==> src/design/gpc_pkg.sv <==
// Shared types, register offsets and pin constants for the GPIO controller.
package gpc_pkg;

    // Number of pins that exist; bits at or above it read and store as zero
    localparam int PIN_COUNT = 32;
    localparam int DATA_W    = 32;
    localparam int OFF_W     = 8;
    localparam int PIN_IDX_W = 5;

    localparam logic [DATA_W-1:0] PIN_MASK =
        (PIN_COUNT >= DATA_W) ? {DATA_W{1'b1}} : DATA_W'((64'd1 << PIN_COUNT) - 64'd1);

    // Register byte offsets
    localparam logic [OFF_W-1:0] OFF_DIR    = 8'd0;
    localparam logic [OFF_W-1:0] OFF_OUT    = 8'd4;
    localparam logic [OFF_W-1:0] OFF_IN     = 8'd8;
    localparam logic [OFF_W-1:0] OFF_IE     = 8'd12;
    localparam logic [OFF_W-1:0] OFF_STATUS = 8'd16;
    localparam logic [OFF_W-1:0] OFF_TRIG   = 8'd20;
    localparam logic [OFF_W-1:0] OFF_POL    = 8'd24;

    // Request kinds carried on s_tuser
    typedef enum logic [1:0] {
        REQ_READ  = 2'd0,
        REQ_WRITE = 2'd1,
        REQ_PIN   = 2'd2,
        REQ_NOP   = 2'd3
    } req_kind_t;

    // One request as held in the input register
    typedef struct packed {
        req_kind_t              req_type;
        logic [OFF_W-1:0]       reg_offset;
        logic [DATA_W-1:0]      data_value;
        logic [PIN_IDX_W-1:0]   pin_index;
    } req_t;

    // One response as held in the output register
    typedef struct packed {
        logic [DATA_W-1:0] read_data;
        logic              irq_pending;
        logic [DATA_W-1:0] pin_out_values;
        logic [DATA_W-1:0] pin_out_enable;
        logic              access_error;
    } rsp_t;

endpackage

==> src/design/gpc_core.sv <==
// GPIO register file, pin level update and interrupt status logic.
module gpc_core
    import gpc_pkg::*;
(
    input  logic aclk,
    input  logic aresetn,
    input  logic process,
    input  req_t req,
    output rsp_t rsp
);

    logic [DATA_W-1:0] direction_reg, direction_next;
    logic [DATA_W-1:0] output_reg, output_next;
    logic [DATA_W-1:0] enable_reg, enable_next;
    logic [DATA_W-1:0] status_reg, status_next;
    logic [DATA_W-1:0] trigger_reg, trigger_next;
    logic [DATA_W-1:0] polarity_reg, polarity_next;
    logic [DATA_W-1:0] levels_reg, levels_next;
    logic [DATA_W-1:0] driven_reg, driven_next;
    logic [DATA_W-1:0] external_reg, external_next;

    logic [DATA_W-1:0] rd;
    logic              err;
    logic              run;
    logic              pin_ok;
    logic [DATA_W-1:0] pin_bit;
    logic [DATA_W-1:0] lev, match, rise, fall, edge_hit, st;

    assign pin_ok  = (int'(req.pin_index) < PIN_COUNT);
    assign pin_bit = DATA_W'(1) << req.pin_index;

    // Register access / pin event decode, then pin update on the new values
    always_comb begin
        direction_next = direction_reg;
        output_next    = output_reg;
        enable_next    = enable_reg;
        status_next    = status_reg;
        trigger_next   = trigger_reg;
        polarity_next  = polarity_reg;
        levels_next    = levels_reg;
        driven_next    = driven_reg;
        external_next  = external_reg;
        rd             = '0;
        err            = 1'b0;
        run            = 1'b0;
        lev            = '0;
        match          = '0;
        rise           = '0;
        fall           = '0;
        edge_hit       = '0;
        st             = '0;

        case (req.req_type)
            REQ_READ: begin
                case (req.reg_offset)
                    OFF_DIR:    rd = direction_reg;
                    OFF_OUT:    rd = output_reg;
                    OFF_IN:     rd = levels_reg;
                    OFF_IE:     rd = enable_reg;
                    OFF_STATUS: rd = status_reg;
                    OFF_TRIG:   rd = trigger_reg;
                    OFF_POL:    rd = polarity_reg;
                    default:    err = 1'b1;
                endcase
            end
            REQ_WRITE: begin
                run = 1'b1;
                case (req.reg_offset)
                    OFF_DIR:    direction_next = req.data_value & PIN_MASK;
                    OFF_OUT:    output_next    = req.data_value & PIN_MASK;
                    OFF_IN:     err = 1'b1;  // read-only, but pins still update
                    OFF_IE:     enable_next    = req.data_value & PIN_MASK;
                    OFF_STATUS: status_next    = status_reg & ~req.data_value;
                    OFF_TRIG:   trigger_next   = req.data_value & PIN_MASK;
                    OFF_POL:    polarity_next  = req.data_value & PIN_MASK;
                    default: begin
                        err = 1'b1;
                        run = 1'b0;
                    end
                endcase
            end
            REQ_PIN: begin
                if (pin_ok) begin
                    run = 1'b1;
                    if (req.data_value[1]) begin
                        driven_next = driven_reg & ~pin_bit;
                    end else begin
                        driven_next = driven_reg | pin_bit;
                        if (req.data_value[0]) begin
                            external_next = external_reg | pin_bit;
                        end else begin
                            external_next = external_reg & ~pin_bit;
                        end
                    end
                end
            end
            default: ;
        endcase

        // Pin levels and per-pin level / edge detection
        if (run) begin
            lev = ((direction_next & output_next) |
                   (~direction_next & driven_next & external_next)) & PIN_MASK;
            match    = ~(lev ^ polarity_next);
            rise     = lev & ~levels_reg;
            fall     = ~lev & levels_reg;
            edge_hit = (polarity_next & rise) | (~polarity_next & fall);
            st       = status_next;
            st       = st | (trigger_next & match & enable_next);
            st       = st & ~(trigger_next & ~match);
            st       = st | (~trigger_next & edge_hit & enable_next);
            status_next = st & PIN_MASK;
            levels_next = lev;
        end
    end

    // Response fields, from the state after this transaction
    always_comb begin
        rsp.read_data      = rd;
        rsp.irq_pending    = |(status_next & enable_next);
        rsp.pin_out_values = output_next & direction_next;
        rsp.pin_out_enable = direction_next;
        rsp.access_error   = err;
    end

    // State registers
    always_ff @(posedge aclk) begin
        if (!aresetn) begin
            direction_reg <= '0;
            output_reg    <= '0;
            enable_reg    <= '0;
            status_reg    <= '0;
            trigger_reg   <= '0;
            polarity_reg  <= '0;
            levels_reg    <= '0;
            driven_reg    <= '0;
            external_reg  <= '0;
        end else if (process) begin
            direction_reg <= direction_next;
            output_reg    <= output_next;
            enable_reg    <= enable_next;
            status_reg    <= status_next;
            trigger_reg   <= trigger_next;
            polarity_reg  <= polarity_next;
            levels_reg    <= levels_next;
            driven_reg    <= driven_next;
            external_reg  <= external_next;
        end
    end

    // Output pins always show their output bit on the input register
    assert property (@(posedge aclk) disable iff (!aresetn)
        (levels_reg & direction_reg) == (output_reg & direction_reg))
        else $error("output pin level differs from output data");

    // A newly set status bit needs its enable
    assert property (@(posedge aclk) disable iff (!aresetn)
        process |=> ((status_reg & ~$past(status_reg) & ~enable_reg) == '0))
        else $error("status bit set on a disabled pin");

    // Reads leave the state alone
    assert property (@(posedge aclk) disable iff (!aresetn)
        process && req.req_type == REQ_READ |=>
            $stable(status_reg) && $stable(levels_reg) && $stable(direction_reg))
        else $error("read transaction changed state");

endmodule

==> src/design/gpio_controller_with_pin_interrupts.sv <==
// Top level of the GPIO controller: input register, core logic and result register.
//
//  channel  dir  tdata (low bit up)                                    tuser
//  s_       in   reg_offset[7:0] data_value[39:8] pin_index[44:40]     req_type[1:0]
//  m_       out  read_data[31:0] irq_pending[32] pin_out_values[64:33]  -
//                pin_out_enable[96:65] access_error[97]
//
//  One transaction per cycle unless m_ stalls; m_tvalid is set via input and result registers.
//  The input register feeds single-pass decode and pin update logic into the result register.
//  A stalled m_ side holds the result register; s_tready stays high while a slot is free.
//  aresetn is synchronous, active low, and clears all GPIO state to zero.
module gpio_controller_with_pin_interrupts
    import gpc_pkg::*;
(
    input  logic         aclk,
    input  logic         aresetn,
    input  logic         s_tvalid,
    output logic         s_tready,
    input  logic [47:0]  s_tdata,   // reg_offset, data_value, pin_index, zero pad
    input  logic [1:0]   s_tuser,   // req_type
    output logic         m_tvalid,
    input  logic         m_tready,
    output logic [103:0] m_tdata    // read_data, irq_pending, pin_out_values,
                                    // pin_out_enable, access_error, zero pad
);

    logic in_valid_reg;
    req_t in_req_reg;
    logic out_valid_reg;
    rsp_t out_rsp_reg;
    logic advance;
    logic process;
    rsp_t rsp;

    assign advance  = !out_valid_reg || m_tready;
    assign s_tready = !in_valid_reg || advance;
    assign process  = in_valid_reg && advance;

    // Input register
    always_ff @(posedge aclk) begin
        if (!aresetn) begin
            in_valid_reg <= 1'b0;
        end else if (s_tready) begin
            in_valid_reg <= s_tvalid;
        end
    end

    always_ff @(posedge aclk) begin
        if (s_tready && s_tvalid) begin
            in_req_reg.req_type   <= req_kind_t'(s_tuser);
            in_req_reg.reg_offset <= s_tdata[7:0];
            in_req_reg.data_value <= s_tdata[39:8];
            in_req_reg.pin_index  <= s_tdata[44:40];
        end
    end

    gpc_core u_core (
        .aclk    (aclk),
        .aresetn (aresetn),
        .process (process),
        .req     (in_req_reg),
        .rsp     (rsp)
    );

    // Result register
    always_ff @(posedge aclk) begin
        if (!aresetn) begin
            out_valid_reg <= 1'b0;
        end else if (advance) begin
            out_valid_reg <= in_valid_reg;
        end
    end

    always_ff @(posedge aclk) begin
        if (process) begin
            out_rsp_reg <= rsp;
        end
    end

    assign m_tvalid = out_valid_reg;
    assign m_tdata  = {6'b0,
                       out_rsp_reg.access_error,
                       out_rsp_reg.pin_out_enable,
                       out_rsp_reg.pin_out_values,
                       out_rsp_reg.irq_pending,
                       out_rsp_reg.read_data};

endmodule
==> config.mk <==
export PLATFORM = sky130hd
export DESIGN_NAME = gpio_controller_with_pin_interrupts
export DESIGN_NICKNAME = d
export VERILOG_FILES = /design/src/design/gpc_pkg.sv /design/src/design/gpc_core.sv /design/src/design/gpio_controller_with_pin_interrupts.sv
export SDC_FILE = /design/constraint.sdc
export NUM_CORES = 1
export LEC_CHECK = 0
export ABC_AREA = 1
export ABC_CLOCK_PERIOD_IN_PS = 8700
export BUFFER_PORTS_ARGS = -buffer_cell sky130_fd_sc_hd__clkbuf_2
export CORE_ASPECT_RATIO = 1.75
export CORE_MARGIN = 2
export CORE_UTILIZATION = 50
export CTS_BUF_LIST = sky130_fd_sc_hd__clkbuf_4 sky130_fd_sc_hd__clkbuf_8
export DETAILED_ROUTE_END_ITERATION = 16
export PLACE_DENSITY = 0.68
export SLEW_MARGIN = 20
export SYNTH_ARGS = -nofsm -noshare
export SYNTH_HDL_FRONTEND = slang
export SYNTH_HIERARCHICAL = 1
export SYNTH_SLANG_ARGS = --single-unit
==> constraint.sdc <==
create_clock -name aclk -period 8.7 [get_ports aclk]
set_input_delay 1.74 -clock aclk [delete_from_list [all_inputs] [get_ports aclk]]
set_output_delay 1.74 -clock aclk [all_outputs]
set_load 0.02 [all_outputs]
# Yosys cells after proc, flatten, opt, wreduce, memory -nomap -nowiden
# Index checks and enable logic that the tools add are counted.
dict set report totals {
  input_bits 54
  ff_bits 435
}
dict set report classes {
  n_reduce_logical 12
  muxes 24
  bitwise_logic 34
  n_eq_ne 8
  shift 1
}
# op n
set ops {}
lappend ops {{2-to-1 mux 32 bit} 18}
lappend ops {{AND 32 bit} 17}
lappend ops {{inverter 32 bit} 10}
lappend ops {{one-hot mux 32 bit (7 select lines)} 1}
lappend ops {{bitwise OR 32 bit} 6}
lappend ops {{OR reduction 32 bit} 1}
lappend ops {{<< shifter 1 x 5 -> 32 bit (first input constant)} 1}
lappend ops {{XOR 32 bit} 1}
lappend ops {{equality test 8 x 5 -> 1 bit (second input constant)} 3}
lappend ops {{equality test 8 x 4 -> 1 bit (second input constant)} 2}
lappend ops {{equality test 8 x 3 -> 1 bit (second input constant)} 1}
lappend ops {{zero test 8 bit} 1}
lappend ops {{OR reduction 7 bit} 1}
lappend ops {{OR reduction 6 bit} 1}
lappend ops {{one-hot mux 1 bit (2 select lines)} 2}
lappend ops {{2-to-1 mux 1 bit} 3}
lappend ops {{equality test 2 x 1 -> 1 bit (second input constant)} 1}
lappend ops {{equality test 2 bit (second input constant)} 1}
lappend ops {{logical AND 1 bit} 2}
lappend ops {{zero test 1 bit} 2}
lappend ops {{zero test 2 bit} 1}
lappend ops {{logical OR 1 bit} 2}
lappend ops {{AND reduction 2 bit} 1}

# Logic depth before layout (Yosys ltp)
# Gate-level depths: netlist of the first run.
dict set report depth {
  depth_word 18
  depth_mapped 20
  mapped_depth_nobuf 18
}

# Cells and area by module
# Netlist of the first run, hierarchy kept.
# mod area_each_um2 seq_area_each_um2 cells_each n_inst
set modules_own_cells {}
lappend modules_own_cells {gpc_core 18514.0 5765.5 3075 1}
lappend modules_own_cells {gpio_controller_with_pin_interrupts 4498.1 4394.2 165 1}

# Worst setup path before layout of the first run
# OpenSTA, ideal clock, no wires.
dict set report synth_timing {
  path_kind {input-to-reg}
  startpoint {in m_tready}
  endpoint {reg u_core.enable_reg[19]}
  stages 9
  setup_time_ps 116
  t_arrival_ps 7936
  path_buffers 4
  path_slack_ps 648
  path_cell_list {inv_1 -> a21oi_1 -> clkbuf_1 -> clkinv_1 -> clkbuf_1 -> clkbuf_1 -> clkbuf_1 -> o21ai_0 -> inv_1}
}
dict set report synth_via {
  elab_chain_cells 2
}
# element line
set synth_lines {}
lappend synth_lines {{from (decl)} gpio_controller_with_pin_interrupts.sv:22} ;# input logic m_tready,
lappend synth_lines {{logical OR 1 bit} gpio_controller_with_pin_interrupts.sv:35} ;# assign advance = !out_valid_reg || m_tready;
lappend synth_lines {{logical AND 1 bit} gpio_controller_with_pin_interrupts.sv:37} ;# assign process = in_valid_reg && advance;
lappend synth_lines {{via process} gpio_controller_with_pin_interrupts.sv:32} ;# logic process;
lappend synth_lines {{to (signal assigned)} gpc_core.sv:141} ;# enable_reg <= enable_next;
lappend synth_lines {{to (decl)} gpc_core.sv:14} ;# logic [DATA_W-1:0] enable_reg, enable_next;
# The timed path passes the listed nets, and every way through them passes these cells.
# A chain may end at the register's enable or synchronous reset.

# Worst setup path after layout of the first run
dict set report layout_timing {
  startpoint {reg in_req_reg[42] (netlist bit)}
  endpoint {reg u_core.levels_reg[6]}
}
dict set report layout_via {
  elab_chain_cells 7
  word_cells_on_any_way 20
  classes_between {eq/ne (6); mux (6); bitwise (5); reduce/logical (3)}
}
# element line
set layout_lines {}
lappend layout_lines {{from (decl)} gpio_controller_with_pin_interrupts.sv:28} ;# req_t in_req_reg;
lappend layout_lines {{branches (longest 7 deep; another with equality test 8 x 3 -> 1 bit)} -}
lappend layout_lines {{to (signal assigned)} gpc_core.sv:145} ;# levels_reg <= levels_next;
lappend layout_lines {{to (decl)} gpc_core.sv:18} ;# logic [DATA_W-1:0] levels_reg, levels_next;
# Several ways; the timed one is not identified.

==> results of run 1 <==
critical path, delay by kind of cell, from the launching register on:
kind	cells	cell delay, ns
flip-flops	1	0.38
AND/OR/NAND/NOR	7	0.98
buffers and inverters	6	2.32
AO/OA/AOI/OAI	3	0.59
through the flow:
stage	power (mW)	instances	instance area, um2	utilization
6_report	4.80	3932	25400	0.556
5_1_grt	4.99	3932	25400	0.556
4_1_cts	4.82	3931	25400	0.556
3_5_place_dp	2.91	3806	23900	0.523
3_3_place_gp	2.89	3806	23900	0.523
2_1_floorplan	2.74	3245	23000	-
cell families after synthesis:
group	count (synthesis)
AOI/OAI and AO/OA	861
xor gates and xnor gates	2
adders and majority gates	3
buffers and inverters	819
DFF	435
other	1
and+or+nand+nor	1119
synthesized netlist by cell type (36+ instances only):
cell type and number:
a21oi_1 225, inv_1 598, buf_2 40, nand4_1 36
nand2_1 572, nor2_1 238, clkbuf_1 119, nand3_1 215
o22ai_1 87, dfxtp_1 290, o21ai_0 363, edfxtp_1 145
final timing paths:
kind / to / slack (ns) / depth (start not counted)
min reg2reg: u_core/status_reg[20] / 0.49 / 2
max: u_core/levels_reg[6] / 4.22 / 16
max reg2reg: u_core/levels_reg[6] / 4.22 / 16
min: u_core/status_reg[20] / 0.49 / 2
report_power, final:
group          total (mW)  leakage [nW]  switching [mW]  internal, mW
registers            2.29          3.83          0.0693          2.22
clock network        1.92         0.767           0.863          1.06
logic               0.594          7.57           0.422         0.172
layer usage:
layer,track usage,up-vias
met5,0,-
met4,0.222,0
met3,0.0518,346
met2,0.521,1279
met1,0.368,10566
li1,-,10714
final cells by class:
type | instances | area [um2]
clock inverter | 22 | 219
tap | 583 | 729
timing repair buffer | 174 | 943
antenna | 1 | 2.50
sequential | 435 | 10200
multi-input combinational | 1991 | 9730
clock buffer | 103 | 1270
fill | 4306 | 20300
inverter | 623 | 2350
==> flow_metrics.tcl, run 1 <==
set metrics [dict create \
    synthMuxAreaShare 0 \
    die_h_um 288 \
    slew_headroom 0.192 \
    yosys.area.top_type_share 0.252 \
    synthCells 3240 \
    nets 3350 \
    drc 0 \
    vias 22905 \
    gp_congestion 0.924 \
    synth-seq-cells 435 \
    cts-root-buf "clkbuf_8" \
    io_buffer_count 150 \
    die_w_um 166 \
    grt_max_degree 196 \
    min_path_type "flop to flop" \
    layout_common_cells "inv_1 (596), nand2_1 (568), o21ai_0 (363)" \
    overflow 0 \
    grt_first_pass_wirelength_mm 118 \
    initial_core_util 0.504 \
    io_pins 160 \
    wl_mm 77.1 \
    synth_compound_area_frac 0.209 \
    track_usage 0.313 \
    power_density_nw_per_um2 189 \
    post-place-ws_ns 4.41 \
    ant_nets 0 \
    maxSlewViolCount 0 \
    ctsResizeCount 0 \
    syn_to_final_growth_pct 10.4 \
    startpoint "in_req_reg[42]" \
    synth_top_cell_by_area "dfxtp_1" \
    layout-drive-gt1-share 0.111 \
    fin_crit_sh 0.515 \
    synthAdderAreaFrac 0.00163 \
    cts_buffers 68 \
    tightest_slew_ns 1.18 \
    routed_wire_length_per_instance_um 19.6 \
    fin_ws_ns 4.22 \
    period_needed_ns 4.48 \
    clkTransAtPathRegs_ns 0.06 \
    cp.arrival_ns 4.97 \
    post_drt_via_cell_ratio 5.83 \
    cp-end-kind "flop" \
    cp_common_cell "buf_4" \
    antenna_found_initial 1 \
    seq_area_frac_synth 0.441 \
    largest_reg_flops 98 \
    first_global_vias 21680 \
    peakVddDrop_v 0.000138 \
    coreArea_um2 45700 \
    rsz0062_at_grt "no" \
    worstPathMaxFanout 59 \
    maxCapViolations 0 \
    layout_commonest_cell "inv_1" \
    fmax_ghz 0.223 \
    synth-simple-area-share 0.208 \
    cp_data_required_time_ns 9.19 \
    first_pass_iters 8 \
    r2r-start "in_req_reg[42]" \
    die_area_um2 47800 \
    crit_type "flop to flop" \
    start_kind "flop" \
    cp_slowest_cell "buf_4" \
    setup_violations 0 \
    synth_xor_area_frac 0.000761 \
    skew_ns 0.0259 \
    met1_length_mm 28.6 \
    synth.area.top_cells "dfxtp_1 (25%), edfxtp_1 (19%), inv_1 (9.8%)" \
    synth_top_family_by_area "compound AO/OA/AOI/OAI gates" \
    syn_area_um2 23000 \
    wl_met2_mm 36.0 \
    hp-start "u_core/status_reg[20]" \
    cts.sinks 435 \
    clk_path_buf_depth 3 \
    insertion_delay_ns 0.65 \
    cts_tree "done" \
    status "finished, final reports clean" \
    drtIter0Drc 2291 \
    synth_edf_count 145 \
    synth.avg_cell_area_um2 7.10 \
    p_leak_nw 12.2 \
    synth.distinct_cells 38 \
    async_reset_ff_frac 0 \
    highest_layer "met4" \
    fin_setup_tns_ns 0 \
    rows 104 \
    holdWs_ns 0.487 \
    dr_wl_met3_mm 6.66 \
    place_hpwl_mm 46.6 \
    htree_num_levels 3 \
    cts_setup_buffers 0 \
    cp_cell_sequence "inv_1 > nand2_1 > nor2_2 > buf_4 > o211ai_1 > nand3_1 > nand2_1 > nand2_2 > buf_4 > nand2_2 > buf_4 > inv_1 > nand2_2 > buf_4 > o21ai_0 > a21oi_1" \
    postCtsHoldBufs 0 \
    slowest_delay_ns 0.49 \
    hold_viol 0 \
    yosysWarnings 6 \
    ys.flop_type "dfxtp_1" \
]
No activity file was read; power rests on OpenSTA's default activity.
==> run 2, diff against run 1 <==
--- a/config.mk
+++ b/config.mk
@@ -6,7 +6,7 @@
 export NUM_CORES = 1
 export LEC_CHECK = 0
 export ABC_AREA = 1
-export ABC_CLOCK_PERIOD_IN_PS = 8700
+export ABC_CLOCK_PERIOD_IN_PS = 4150
 export BUFFER_PORTS_ARGS = -buffer_cell sky130_fd_sc_hd__clkbuf_2
 export CORE_ASPECT_RATIO = 1.75
 export CORE_MARGIN = 2
==> constraint.sdc (replaced) <==
create_clock -name aclk -period 4.15 [get_ports aclk]
set_input_delay 0.83 -clock aclk [delete_from_list [all_inputs] [get_ports aclk]]
set_output_delay 0.83 -clock aclk [all_outputs]
set_load 0.02 [all_outputs]
==> run 2 against run 1 <==
Effect of this change: critical path depth is the same; combinational power grew 110%; fmax grew 31%; largest cell class unchanged; global-route usage grew 0.74 points; sequential share of layout area shrank 0.46 points; core utilization grew 0.64 points; die area is the same; final cell count grew 0.86%; worst hold slack lost 0.13 ns; largest power group unchanged; clock power grew 100%; routed wire length grew 2.4%; via count grew 0.97%.
==> flow_metrics.tcl, run 2 (same netlist as run 1, synthesis figures left out) <==
set metrics [dict create \
    antenna_found_initial 2 \
    fin_crit_sh 0.827 \
    seq_power_share 0.482 \
    rows 104 \
    holdWs_ns 0.357 \
    cp_data_required_time_ns 4.54 \
    first_global_vias 21758 \
    largest_reg_flops 98 \
    coreArea_um2 45700 \
    vias 23127 \
    period_needed_ns 3.43 \
    fmax_ghz 0.292 \
    ctsResizeCount 0 \
    io_buffer_count 150 \
    min_to "in_req_reg[36]" \
    holdPathStages 1 \
    cts_tree "done" \
    layout-drive-gt1-share 0.120 \
    post_drt_via_cell_ratio 5.83 \
    cts_buffers 68 \
    gp_congestion 0.916 \
    cp-end-kind "flop" \
    io_pins 160 \
    hold_viol 0 \
    rr_worst_depth 16 \
    layout_common_cells "inv_1 (596), nand2_1 (571), o21ai_0 (363)" \
    initial_core_util 0.504 \
    hp-start "s_tdata[39]" \
    tightest_slew_ns 0.975 \
    ant_nets 0 \
    layout_commonest_cell "inv_1" \
    drtIter0Drc 2334 \
    skew_ns 0.0364 \
    first_pass_iters 6 \
    htree_num_levels 3 \
    power_frac_comb 0.128 \
    power.share.switching 0.285 \
    post-place-ws_ns 0.764 \
    rsz0062_at_grt "no" \
    clkTransAtPathRegs_ns 0.07 \
    crit_type "flop to flop" \
    maxCapViolations 0 \
    insertion_delay_ns 0.65 \
    internal_power_mw 7.12 \
    postCtsHoldBufs 0 \
    p_leak_nw 12.3 \
    clk_path_buf_depth 3 \
    fin_setup_tns_ns 0 \
    routed_wire_length_per_instance_um 19.9 \
    fin_ws_ns 0.720 \
    reg2reg_to "m_tdata[32]" \
    place_hpwl_mm 51.2 \
    drc 0 \
    cts.sinks 435 \
    grt_first_pass_wirelength_mm 120 \
    cts_setup_buffers 0 \
    peakVddDrop_v 0.000257 \
    syn_to_final_growth_pct 11.7 \
    start_kind "flop" \
    die_area_um2 47800 \
    grt_max_degree 201 \
    r2r-start "in_req_reg[45]" \
    cts-root-buf "clkbuf_8" \
    maxSlewViolCount 0 \
    r2r_slack_ns 0.72 \
    track_usage 0.321 \
    overflow 0 \
    die_h_um 288 \
    worstPathMaxFanout 15 \
    wl_mm 79.0 \
    clkPwrFrac 0.390 \
    nets 3383 \
    slew_headroom 0.334 \
    setup_violations 0 \
    min_path_type "primary input to flop" \
    power_density_nw_per_um2 387 \
    status "finished, final reports clean" \
    die_w_um 166 \
    p_switching_mw 2.83 \
    cp.arrival_ns 3.82 \
]
run 2: critical path, cell delays in order (launching register included):
cell,delay (ns)
edfxtp_1,0.43
inv_1,0.11
ha_1,0.27
nand2_1,0.45
inv_1,0.38
buf_4,0.22
nand3_1,0.13
o21ai_0,0.30
nand3_1,0.19
nand3_1,0.11
nand3_1,0.11
nand3_1,0.08
nand2_1,0.07
nor2_1,0.11
nand2_1,0.05
nor2_1,0.10
nand3_1,0.07
run 2: layout make-up:
class                           count  area (um2)
Tap cell                          583         729
Multi-Input combinational cell   1991        9710
Sequential cell                   435       10200
Inverter                          623        2350
Clock buffer                      104        1270
Timing Repair Buffer              207        1310
Antenna cell                        1        2.50
Fill cell                        4381       20000
Clock inverter                     22         169
run 2: power groups by stage:
stage                     logic [mW]  clock network, mW  registers, mW
final                           1.27               3.88           4.79
after global routing            1.42               4.12           4.81
after CTS                       1.25               3.95           4.79
after detailed placement        1.24                  0           4.88
after global placement          1.21                  0           4.87
after floorplan                0.863                  0           4.88
run 2: worst max path at each step:
stage	startpoint	endpoint	slack, ns	cells past startpoint
finish	in_req_reg[45]	m_tdata[32]	0.72	16
global route	in_req_reg[45]	m_tdata[32]	0.46	16
CTS	in_req_reg[46]	m_tdata[32]	0.74	14
detailed placement	in_req_reg[46]	m_tdata[32]	0.76	14
global placement	in_req_reg[46]	m_tdata[32]	0.85	14
floorplan	m_tready	u_core/enable_reg[19]	0.17	9
run 2: metrics by stage:
stage	instances	utilization	area, um2	power, mW
2_1_floorplan	3245	-	23000	5.74
3_3_place_gp	3838	0.531	24200	6.08
3_5_place_dp	3838	0.531	24200	6.12
4_1_cts	3964	0.562	25700	9.99
5_1_grt	3966	0.563	25700	10.3
6_report	3966	0.563	25700	9.95
run 2: metal layers:
layer  global-route usage  wire length [um]  vias to the layer above
li1                     -                 -                    10777
met2                0.542             37300                     1274
met4                0.230              5950                        0
met1                0.371             28800                    10717
met5                    0                 0                        -
met3               0.0502              6940                      359
